==> src/hdl/bioe_pkg.sv <==
// ============================================================================
// bioe_pkg: shared types and constants for the bitmask immediate encoder
// Holds the request, response and internal item formats, the status codes
// and the fixed fields of the ORR (immediate) instruction word.
// ============================================================================
package bioe_pkg;

    // Fixed opcode field, bits 30:23 of the instruction word.
    localparam logic [7:0] ORR_IMM_OPCODE = 8'b0110_0100;
    localparam logic [5:0] SIX_BIT_MASK   = 6'h3f;

    // Default depth of the queue between the front and back parts.
    localparam int QUEUE_DEPTH_DEF = 2;

    typedef enum logic [1:0] {
        STATUS_OK      = 2'd0,
        STATUS_SIZE    = 2'd1,
        STATUS_NOT_ENC = 2'd2
    } bioe_status_t;

    typedef struct packed {
        logic [4:0]  dest_reg;
        logic        dest_is_64;
        logic [4:0]  src_reg;
        logic        src_is_64;
        logic [63:0] imm_value;
    } bioe_req_t;

    typedef struct packed {
        logic [31:0] instr_word;
        logic [1:0]  status;
    } bioe_rsp_t;

    // Classified item as written into the queue by the front part.
    typedef struct packed {
        logic [4:0]  rd;
        logic [4:0]  rn;
        logic        sf;
        logic        size_err;
        logic [2:0]  elem_log2;   // element size is 2**elem_log2 bits
        logic [63:0] rep;         // immediate replicated to 64 bits
    } bioe_entry_t;

    // Counts held between the two stages of the back part.
    typedef struct packed {
        logic [4:0] rd;
        logic [4:0] rn;
        logic       sf;
        logic       size_err;
        logic [2:0] elem_log2;
        logic [6:0] ones_total;   // set bits over all 64 bits
        logic [6:0] rise_cnt;     // rising edges over all 64 bits, cyclic
        logic [5:0] rise_pos;     // lowest rising edge position
    } bioe_stage_t;

endpackage

==> src/hdl/bioe_front.sv <==
// ============================================================================
// bioe_front: request classification
// Checks the register widths, replicates a 32-bit immediate to 64 bits and
// finds the smallest power-of-two period of the replicated value.
// ============================================================================
module bioe_front (
    input  bioe_pkg::bioe_req_t   req,
    output bioe_pkg::bioe_entry_t entry
);
    import bioe_pkg::*;

    logic [63:0] rep;
    logic [5:0]  periodic;
    logic [2:0]  elem_log2;

    always_comb
    begin
        rep = req.dest_is_64 ? req.imm_value : {req.imm_value[31:0], req.imm_value[31:0]};

        // periodic[j] is set when the value repeats every 2**j bits.
        for (int j = 0; j < 6; j++)
        begin
            periodic[j] = (rep == ((rep >> (1 << j)) | (rep << (64 - (1 << j)))));
        end

        // Periodicity at one size implies it at every larger size, so the
        // element is the smallest size in the unbroken chain from the top.
        elem_log2 = 3'd6;
        for (int j = 5; j >= 0; j--)
        begin
            if (periodic[j] && (elem_log2 == 3'(j + 1)))
            begin
                elem_log2 = 3'(j);
            end
        end

        entry.rd        = req.dest_reg;
        entry.rn        = req.src_reg;
        entry.sf        = req.dest_is_64;
        entry.size_err  = (req.dest_is_64 != req.src_is_64) ||
                          (!req.dest_is_64 && (req.imm_value[63:32] != 32'd0));
        entry.elem_log2 = elem_log2;
        entry.rep       = rep;
    end

endmodule

==> src/hdl/bioe_queue.sv <==
// ============================================================================
// bioe_queue: short item queue between the front and back parts
// A small circular buffer with an occupancy count; push and pop may happen
// in the same cycle.
// ============================================================================
module bioe_queue #(
    parameter int DEPTH = bioe_pkg::QUEUE_DEPTH_DEF
) (
    input  logic                  clk,
    input  logic                  rst_n,
    input  logic                  push,
    input  bioe_pkg::bioe_entry_t wr_data,
    output logic                  space,
    input  logic                  pop,
    output logic                  avail,
    output bioe_pkg::bioe_entry_t rd_data
);
    import bioe_pkg::*;

    localparam int PTR_W = (DEPTH > 1) ? $clog2(DEPTH) : 1;
    localparam int CNT_W = $clog2(DEPTH + 1);

    bioe_entry_t       mem_reg [DEPTH];
    logic [PTR_W-1:0]  wr_ptr_reg, wr_ptr_next;
    logic [PTR_W-1:0]  rd_ptr_reg, rd_ptr_next;
    logic [CNT_W-1:0]  count_reg, count_next;

    assign space   = (count_reg != CNT_W'(DEPTH));
    assign avail   = (count_reg != '0);
    assign rd_data = mem_reg[rd_ptr_reg];

    always_comb
    begin
        wr_ptr_next = wr_ptr_reg;
        rd_ptr_next = rd_ptr_reg;
        count_next  = count_reg;
        if (push)
        begin
            wr_ptr_next = (wr_ptr_reg == PTR_W'(DEPTH - 1)) ? '0 : wr_ptr_reg + 1'b1;
        end
        if (pop)
        begin
            rd_ptr_next = (rd_ptr_reg == PTR_W'(DEPTH - 1)) ? '0 : rd_ptr_reg + 1'b1;
        end
        if (push && !pop)
        begin
            count_next = count_reg + 1'b1;
        end
        else if (pop && !push)
        begin
            count_next = count_reg - 1'b1;
        end
    end

    always_ff @(posedge clk or negedge rst_n)
    begin
        if (!rst_n)
        begin
            wr_ptr_reg <= '0;
            rd_ptr_reg <= '0;
            count_reg  <= '0;
        end
        else
        begin
            wr_ptr_reg <= wr_ptr_next;
            rd_ptr_reg <= rd_ptr_next;
            count_reg  <= count_next;
        end
    end

    always_ff @(posedge clk)
    begin
        if (push)
        begin
            mem_reg[wr_ptr_reg] <= wr_data;
        end
    end

endmodule

==> src/hdl/bioe_back.sv <==
// ============================================================================
// bioe_back: run check and instruction packing
// Stage one counts set bits and cyclic rising edges of the replicated value
// and locates the first rising edge; stage two validates the run, works out
// N, immr and imms and holds the response for the output channel.
// ============================================================================
module bioe_back (
    input  logic                  clk,
    input  logic                  rst_n,
    input  logic                  avail,
    input  bioe_pkg::bioe_entry_t entry,
    output logic                  pop,
    output logic                  rsp_valid,
    input  logic                  rsp_ready,
    output bioe_pkg::bioe_rsp_t   rsp
);
    import bioe_pkg::*;

    function automatic logic [6:0] count_bits(input logic [63:0] x);
        logic [6:0] n;
        n = '0;
        for (int i = 0; i < 64; i++)
        begin
            n = n + 7'(x[i]);
        end
        return n;
    endfunction

    logic        a_valid_reg, a_valid_next;
    logic        b_valid_reg, b_valid_next;
    logic        adv_b;
    bioe_stage_t a_reg, a_next;
    bioe_rsp_t   b_reg, b_next;

    logic [63:0] rise;
    logic [6:0]  elem_size;
    logic [6:0]  ones;
    logic [6:0]  ones_m1;
    logic [6:0]  rot;
    logic [7:0]  imms_hi;
    logic [5:0]  imms;
    logic        encodable;

    assign adv_b     = a_valid_reg && (!b_valid_reg || rsp_ready);
    assign pop       = avail && (!a_valid_reg || adv_b);
    assign rsp_valid = b_valid_reg;
    assign rsp       = b_reg;

    // Stage one: bit counts over the replicated value.
    always_comb
    begin
        // A rising edge sits where a one follows a zero, wrapping at bit 63.
        rise = entry.rep & ~{entry.rep[62:0], entry.rep[63]};

        a_next.rd         = entry.rd;
        a_next.rn         = entry.rn;
        a_next.sf         = entry.sf;
        a_next.size_err   = entry.size_err;
        a_next.elem_log2  = entry.elem_log2;
        a_next.ones_total = count_bits(entry.rep);
        a_next.rise_cnt   = count_bits(rise);
        a_next.rise_pos   = '0;
        for (int i = 63; i >= 0; i--)
        begin
            if (rise[i])
            begin
                a_next.rise_pos = 6'(i);
            end
        end
    end

    // Stage two: a single rotated run has exactly one rising edge in each
    // element, which also rules out the all-zeros and all-ones elements.
    always_comb
    begin
        elem_size = 7'd1 << a_reg.elem_log2;
        encodable = (a_reg.rise_cnt == (7'd64 >> a_reg.elem_log2));
        ones      = a_reg.ones_total >> (3'd6 - a_reg.elem_log2);
        ones_m1   = ones - 7'd1;
        rot       = (elem_size - {1'b0, a_reg.rise_pos}) & (elem_size - 7'd1);
        imms_hi   = ~((8'd2 << a_reg.elem_log2) - 8'd1);
        imms      = (imms_hi[5:0] & SIX_BIT_MASK) | ones_m1[5:0];

        if (a_reg.size_err)
        begin
            b_next.instr_word = '0;
            b_next.status     = STATUS_SIZE;
        end
        else if (!encodable)
        begin
            b_next.instr_word = '0;
            b_next.status     = STATUS_NOT_ENC;
        end
        else
        begin
            b_next.instr_word = {a_reg.sf, ORR_IMM_OPCODE, (a_reg.elem_log2 == 3'd6),
                                 rot[5:0], imms, a_reg.rn, a_reg.rd};
            b_next.status     = STATUS_OK;
        end
    end

    always_comb
    begin
        a_valid_next = a_valid_reg;
        if (pop)
        begin
            a_valid_next = 1'b1;
        end
        else if (adv_b)
        begin
            a_valid_next = 1'b0;
        end

        b_valid_next = b_valid_reg;
        if (adv_b)
        begin
            b_valid_next = 1'b1;
        end
        else if (rsp_ready)
        begin
            b_valid_next = 1'b0;
        end
    end

    always_ff @(posedge clk or negedge rst_n)
    begin
        if (!rst_n)
        begin
            a_valid_reg <= 1'b0;
            b_valid_reg <= 1'b0;
        end
        else
        begin
            a_valid_reg <= a_valid_next;
            b_valid_reg <= b_valid_next;
        end
    end

    always_ff @(posedge clk)
    begin
        if (pop)
        begin
            a_reg <= a_next;
        end
        if (adv_b)
        begin
            b_reg <= b_next;
        end
    end

endmodule

==> src/hdl/bitmask_immediate_orr_encoder_top.sv <==
// ============================================================================
// bitmask_immediate_orr_encoder_top: ORR (immediate) instruction encoder
// Encodes a register pair and a 64-bit logical bitmask immediate into the
// 32-bit ORR (immediate) instruction word, with a status code per item.
// ============================================================================
// The block takes one request item per cycle on the req channel while its
// queue has room and returns exactly one response item per request on the
// rsp channel, in order. Each response carries the instruction word and a
// status: ok, a size error when the two register widths differ or a 32-bit
// request has an immediate wider than 32 bits, or not encodable when the
// repeating element of the immediate is all zeros, all ones or not a single
// rotated run of ones. On any error the instruction word is zero. The
// sustained rate is one item per cycle while rsp_ready stays high; an item
// passes three registers in the block, in order the queue entry, the
// counting stage and the response register, which holds its response.
// The front part classifies the request as it is accepted and writes it into
// a queue of QUEUE_DEPTH items; the back part drains the queue through its
// two stages and stalls on its own when rsp_ready is low, so the request
// side keeps accepting items until the queue is full. No state is kept
// between items.
// ============================================================================
module bitmask_immediate_orr_encoder_top #(
    parameter int QUEUE_DEPTH = bioe_pkg::QUEUE_DEPTH_DEF
) (
    input  logic                clk,
    input  logic                rst_n,
    input  logic                req_valid,
    output logic                req_ready,
    input  bioe_pkg::bioe_req_t req,
    output logic                rsp_valid,
    input  logic                rsp_ready,
    output bioe_pkg::bioe_rsp_t rsp
);
    import bioe_pkg::*;

    bioe_entry_t front_entry;
    bioe_entry_t queue_entry;
    logic        queue_space;
    logic        queue_avail;
    logic        queue_pop;
    logic        push;

    // An item is accepted whenever the queue has room for it.
    assign req_ready = queue_space;
    assign push      = req_valid && queue_space;

    // Front part: width checks and element size search on the incoming item.
    bioe_front u_front (
        .req   (req),
        .entry (front_entry)
    );

    // Queue decoupling acceptance from the back part.
    bioe_queue #(
        .DEPTH (QUEUE_DEPTH)
    ) u_queue (
        .clk     (clk),
        .rst_n   (rst_n),
        .push    (push),
        .wr_data (front_entry),
        .space   (queue_space),
        .pop     (queue_pop),
        .avail   (queue_avail),
        .rd_data (queue_entry)
    );

    // Back part: run check, field extraction and the response register.
    bioe_back u_back (
        .clk       (clk),
        .rst_n     (rst_n),
        .avail     (queue_avail),
        .entry     (queue_entry),
        .pop       (queue_pop),
        .rsp_valid (rsp_valid),
        .rsp_ready (rsp_ready),
        .rsp       (rsp)
    );

endmodule
==> config.mk <==
export PLATFORM = sky130hd
export DESIGN_NAME = bitmask_immediate_orr_encoder_top
export DESIGN_NICKNAME = d
export VERILOG_FILES = /design/src/hdl/bioe_pkg.sv /design/src/hdl/bioe_front.sv /design/src/hdl/bioe_queue.sv /design/src/hdl/bioe_back.sv /design/src/hdl/bitmask_immediate_orr_encoder_top.sv
export SDC_FILE = /design/constraint.sdc
export NUM_CORES = 1
export LEC_CHECK = 0
export BUFFER_PORTS_ARGS = -buffer_cell sky130_fd_sc_hd__clkbuf_2
export CAP_MARGIN = 5
export CORE_UTILIZATION = 51
export DETAILED_ROUTE_END_ITERATION = 10
export PLACE_DENSITY = 0.69
export SKIP_LAST_GASP = 1
export SYNTH_ARGS = -nofsm -noshare
export SYNTH_HDL_FRONTEND = slang
export SYNTH_SLANG_ARGS = --single-unit
==> constraint.sdc <==
create_clock -name clk -period 11 [get_ports clk]
set_input_delay 1.1 -clock clk [delete_from_list [all_inputs] [get_ports clk]]
set_output_delay 1.1 -clock clk [all_outputs]
set_load 0.1 [all_outputs]
==> metrics.txt, run 1 <==
layout cells sized above 1 13.33%; # nets final 1965; Crit Path Max Fanout 92; status finished, final reports clean; Avg Inst Size Synth 10.47 um^2; grt total ovfl 0; Area Growth Syn to Fin 9.678%; Die H 186.2 um; RSZ-0062 raised after global routing false; I/O pins 116; Seq/Total Area, Yosys 39.06%; most common cell in the synthesized netlist inv_1; hold buffer count at cts 0; Yosys warnings 0; H-tree depth 1; DR vias 13586; EDFF count, synth 220; fmax 0.1207 GHz; hpwl dp 42350 um; DRC Markers 0; endpoint class of the critical path flop; DR vias/cell 6.187; CP arrival 8580 ps; Hold Vio Cnt, Final 0; core region area 33450 um^2; 1st-iter DRT viols 1148; largest net degree at the start of global routing 93; worst hold margin 388.2 ps; first-pass GRT wire length 83050 um; Setup crit start u_queue.rd_ptr_reg$_DFFE_PN0P_; number of distinct library cells after synthesis 77; async set-reset flop share out of synthesis 2.655%; Initial DRT Pass Iterations 5; top-area cell type share of the netlist area 38.19%; fin util 56.72%; initial antenna violation count 0; ANT nets after route 0; path type of the worst setup path flop to flop; diode count 0; CTS tree yes; Synth area leader edfxtp_1; min cycle time layout 8283 ps; Max-Cap Viols 0; Clock Latency Late Sink 550 ps; R2R cell count 24; synthesized cell area 17300 um^2; CTS buffer count 24; r2r setup slk 2720 ps; Fin Clk Skew 19.43 ps; Slew headroom 28.44%; Setup violations, final 0; RePlAce Congestion 1.047; Synth Flop Type edfxtp_1; Worst Tran Pin Value 1073 ps; top cells by count, synth inv_1 (225), edfxtp_1 (220), fa_1 (109); hold crit path type input port to async pin; Root Driver clkbuf_16; Routed WL 56170 um; FP Rows 67; number of global-route vias before repair 13285; fin crit share 75.30%; Post-Synthesis Cells 1652; DIE WIDTH 186.2 um; required time worst endpoint 11290 ps; end of the worst register-to-register path u_back.a_reg[12]$_DFFE_PP_; crit path launch type flop; clk buf depth 3; worst r2r src u_queue.rd_ptr_reg$_DFFE_PN0P_; register bit total from synthesis 226; top cells by area, synth edfxtp_1 (38%), fa_1 (13%), inv_1 (4.9%); Die Area 34660 um^2; clock slew at reported path FFs 60 ps; pins over their slew limit 0; gr usage total 33.21%; WL/cell 25.58 um; CTS resizes 0; Initial Util 51.72%; max reg flops 158; TNS Setup 0 ps; CTS sink cnt 226; buffers added on ports 110; Post-CTS Setup Inserts 0
cell families (layout without fill, tap and decap cells):
kind of cell / after synthesis / after routing / share of synthesized area [%]
other cells: 1 / 5 / 0.02168
mux: 102 / 102 / 6.857
flops: 226 / 226 / 39.06
simple gates: 498 / 498 / 15.10
fa+ha+maj: 154 / 154 / 15.87
compound gates: 263 / 263 / 10.97
buf+inv: 310 / 402 / 7.154
xor+xnor: 98 / 98 / 4.962
critical path, cell delays in order (launching register included):
cell	delay (ps)
dfrtp_4	1100
buf_4	590
nor2_1	100
a32oi_1	300
inv_1	110
fa_1	550
inv_1	60
fa_1	520
fa_1	580
inv_1	60
fa_1	500
inv_1	60
fa_1	560
fa_1	440
fa_1	460
fa_1	490
inv_1	60
fa_1	420
fa_1	470
a21oi_1	150
nor2_1	50
nor2_1	140
nor2b_1	60
o21ai_0	140
nand2b_1	60
metal layers:
layer  vias up  share of wire [%]  track usage (%)  wire [um]
li1       6089                  -                -          -
met1      6647                 40            42.19      22410
met2       673                 46            54.30      26080
met3       177                6.8            4.108       3832
met4         0                6.9            20.56       3849
met5         -                  0                0          0
stage by stage:
| step | std cells | setup slack (ps) | cell area, um^2 |
|---|---|---|---|
| detailed placement | 2152 | 2695 | 18190 |
| CTS | 2195 | 2693 | 18970 |
| finish | 2196 | 2717 | 18970 |
| global placement | 2152 | 2801 | 18190 |
| floorplan | 1656 | 3054 | 17310 |
| global route | 2196 | 2260 | 18970 |
worst max path at each step:
stage                                            end  cells past startpoint
after global placement    u_back.a_reg[12]$_DFFE_PP_                     24
final                     u_back.a_reg[12]$_DFFE_PP_                     24
after floorplan           u_back.a_reg[12]$_DFFE_PP_                     27
after detailed placement  u_back.a_reg[12]$_DFFE_PP_                     24
after CTS                 u_back.a_reg[12]$_DFFE_PP_                     24
after global routing      u_back.a_reg[12]$_DFFE_PP_                     24
placed cells by master, fill, tap and decap left out, drive strengths merged, types with 43 or more instances in the layout:
master / Yosys / final
clkbuf: 43 / 136
inv: 228 / 230
edfxtp: 220 / 220
mux2i: 62 / 62
xnor2: 56 / 56
nor3: 48 / 48
a21oi: 43 / 43
nand3: 54 / 54
nor2: 89 / 89
nand2: 88 / 88
nor4: 43 / 43
fa: 109 / 109
ha: 45 / 45
cell type report:
type / count / area [um^2]
Clock buffer: 27 / 611.8
Clock inverter: 16 / 161.4
Fill cell: 2881 / 14480
Inverter: 232 / 870.8
Multi-Input combinational cell: 1120 / 9331
Sequential cell: 226 / 6760
Tap cell: 448 / 560.5
Timing Repair Buffer: 127 / 675.6
Power of run 1 is not shown: default switching activity piles up to over one toggle a cycle in this logic, so the estimate is an artifact.
==> run 2: changes to the inputs <==
==> constraint.sdc (replaced) <==
create_clock -name clk -period 7.97 [get_ports clk]
set_input_delay 0.797 -clock clk [delete_from_list [all_inputs] [get_ports clk]]
set_output_delay 0.797 -clock clk [all_outputs]
set_load 0.1 [all_outputs]
==> run 2 against run 1 <==
  * Clock skew fell by 0.72 ps
  * Utilization rose by 0.45 points
  * Count of clock-buffer cells in the layout fell by 2
  * Setup slack got worse by 2300 ps
  * Sequential share of layout area fell by 0.28 points
  * Cell count rose by 0.32%
  * Non-clock buffer count rose by 7
  * Hold slack got worse by 300 ps
  * Routed wire length barely moved
  * Die area did not move
  * Critical path depth did not move
  * Via count rose by 0.21%
  * Largest cell class unchanged
  * Highest routed layer unchanged
==> metrics.txt, run 2 (synthesis results as in run 1) <==
Largest stage delay, worst path 660 ps; buffers added on ports 110; crit-path most repeated cell fa_1; Routed WL 56230 um; R2R cell count 24; layout cells sized above 1 13.90%; grt total ovfl 0; TNS Setup 0 ps; I/O pins 116; clock slew at reported path FFs 60 ps; CTS resizes 0; DR vias/cell 6.180; crit path launch type flop; fin crit share 94.99%; status finished, final reports clean; CTS sink cnt 226; min cycle time layout 7570 ps; Initial DRT Pass Iterations 5; number of global-route vias before repair 13510; r2r setup slk 400 ps; core region area 33450 um^2; first-pass GRT wire length 83220 um; Area Growth Syn to Fin 10.55%; required time worst endpoint 8260 ps; CP max stage cell dfrtp_4; DIE WIDTH 186.2 um; hpwl dp 43420 um; Slew headroom 23.75%; WL/cell 25.52 um; most frequent cells in the layout inv_1 (225), edfxtp_1 (220), fa_1 (109), clkbuf_2 (109); # placed instances 2159; hold buffer count at cts 0; # nets final 1972; Root Driver clkbuf_16; DRC Markers 0; Max-Cap Viols 0; Layout Cells excl Fill 2203; Die H 186.2 um; RSZ-0062 raised after global routing false; diode count 0; gr usage total 33.30%; end of the worst register-to-register path u_back.a_reg[12]$_DFFE_PP_; FP Rows 67; Clock Latency Late Sink 540 ps; pins over their slew limit 0; H-tree depth 1; fmax 0.1321 GHz; critical-path cell list buf_4 > nand2_1 > o22a_1 > fa_1 > inv_1 > fa_1 > fa_1 > inv_1 > fa_1 > inv_1 > fa_1 > inv_1 > fa_1 > fa_1 > fa_1 > inv_1 > fa_1 > fa_1 > a21oi_1 > nor2_1 > nor2_1 > nor2b_1 > o21ai_0 > nand2b_1; ANT nets after route 0; most common cell after layout, fill and taps aside inv_1; hold crit path type input port to async pin; CTS buffer count 24; Die Area 34660 um^2; Crit Path Max Fanout 25; DP Area 18260 um^2; fin util 57.17%; RePlAce Congestion 1.073; Design Area, Final 19120 um^2; DR vias 13614; largest net degree at the start of global routing 82; worst r2r src u_queue.rd_ptr_reg$_DFFE_PN0P_; CTS tree yes; max reg flops 158; CP delay by family, top adder cells; path type of the worst setup path flop to flop; Post-CTS Setup Inserts 0; Worst Tran Pin Value 1137 ps; critical path buffer and inverter count 6; endpoint class of the critical path flop; clk buf depth 3; Hold Vio Cnt, Final 0; Initial Util 51.72%; 1st-iter DRT viols 1233; initial antenna violation count 0; Setup violations, final 0; CP arrival 7860 ps; Fin Clk Skew 18.71 ps
-- run 2: area by class of cell --
class,instances,area [um^2]
Clock buffer,25,625.6
Sequential cell,226,6760
Fill cell,2883,14330
Tap cell,448,560.5
Timing Repair Buffer,134,750.7
Inverter,232,870.8
Multi-Input combinational cell,1120,9331
Clock inverter,18,222.7
-- run 2: layer usage --
layer / vias up / wire length [um] / GRT usage [%]
li1: 6101 / - / -
met1: 6586 / 21780 / 40.45
met2: 722 / 26290 / 55.28
met3: 205 / 3902 / 4.517
met4: 0 / 4250 / 22.85
met5: - / 0 / 0
-- run 2: how the worst max path moves through the flow --
stage                                               from                         end  slack [ps]  cells after the start
after floorplan           u_queue.rd_ptr_reg$_DFFE_PN0P_  u_back.a_reg[12]$_DFFE_PP_          20                     27
after global placement    u_queue.rd_ptr_reg$_DFFE_PN0P_  u_back.a_reg[12]$_DFFE_PP_         510                     24
after detailed placement  u_queue.rd_ptr_reg$_DFFE_PN0P_  u_back.a_reg[12]$_DFFE_PP_         330                     24
after CTS                 u_queue.rd_ptr_reg$_DFFE_PN0P_  u_back.a_reg[12]$_DFFE_PP_         280                     24
after global routing      u_queue.rd_ptr_reg$_DFFE_PN0P_  u_back.a_reg[12]$_DFFE_PP_         130                     24
final                     u_queue.rd_ptr_reg$_DFFE_PN0P_  u_back.a_reg[12]$_DFFE_PP_         400                     24
-- run 2: stage by stage --
step / setup WS [ps] / hold WS [ps]
global placement: 508.1 / 478.5
CTS: 279.1 / 79.08
floorplan: 24.03 / 441.3
finish: 399.6 / 88.07
global route: 129.1 / 91.92
detailed placement: 333.0 / 476.3
Power of run 2 is left out for the same reason.
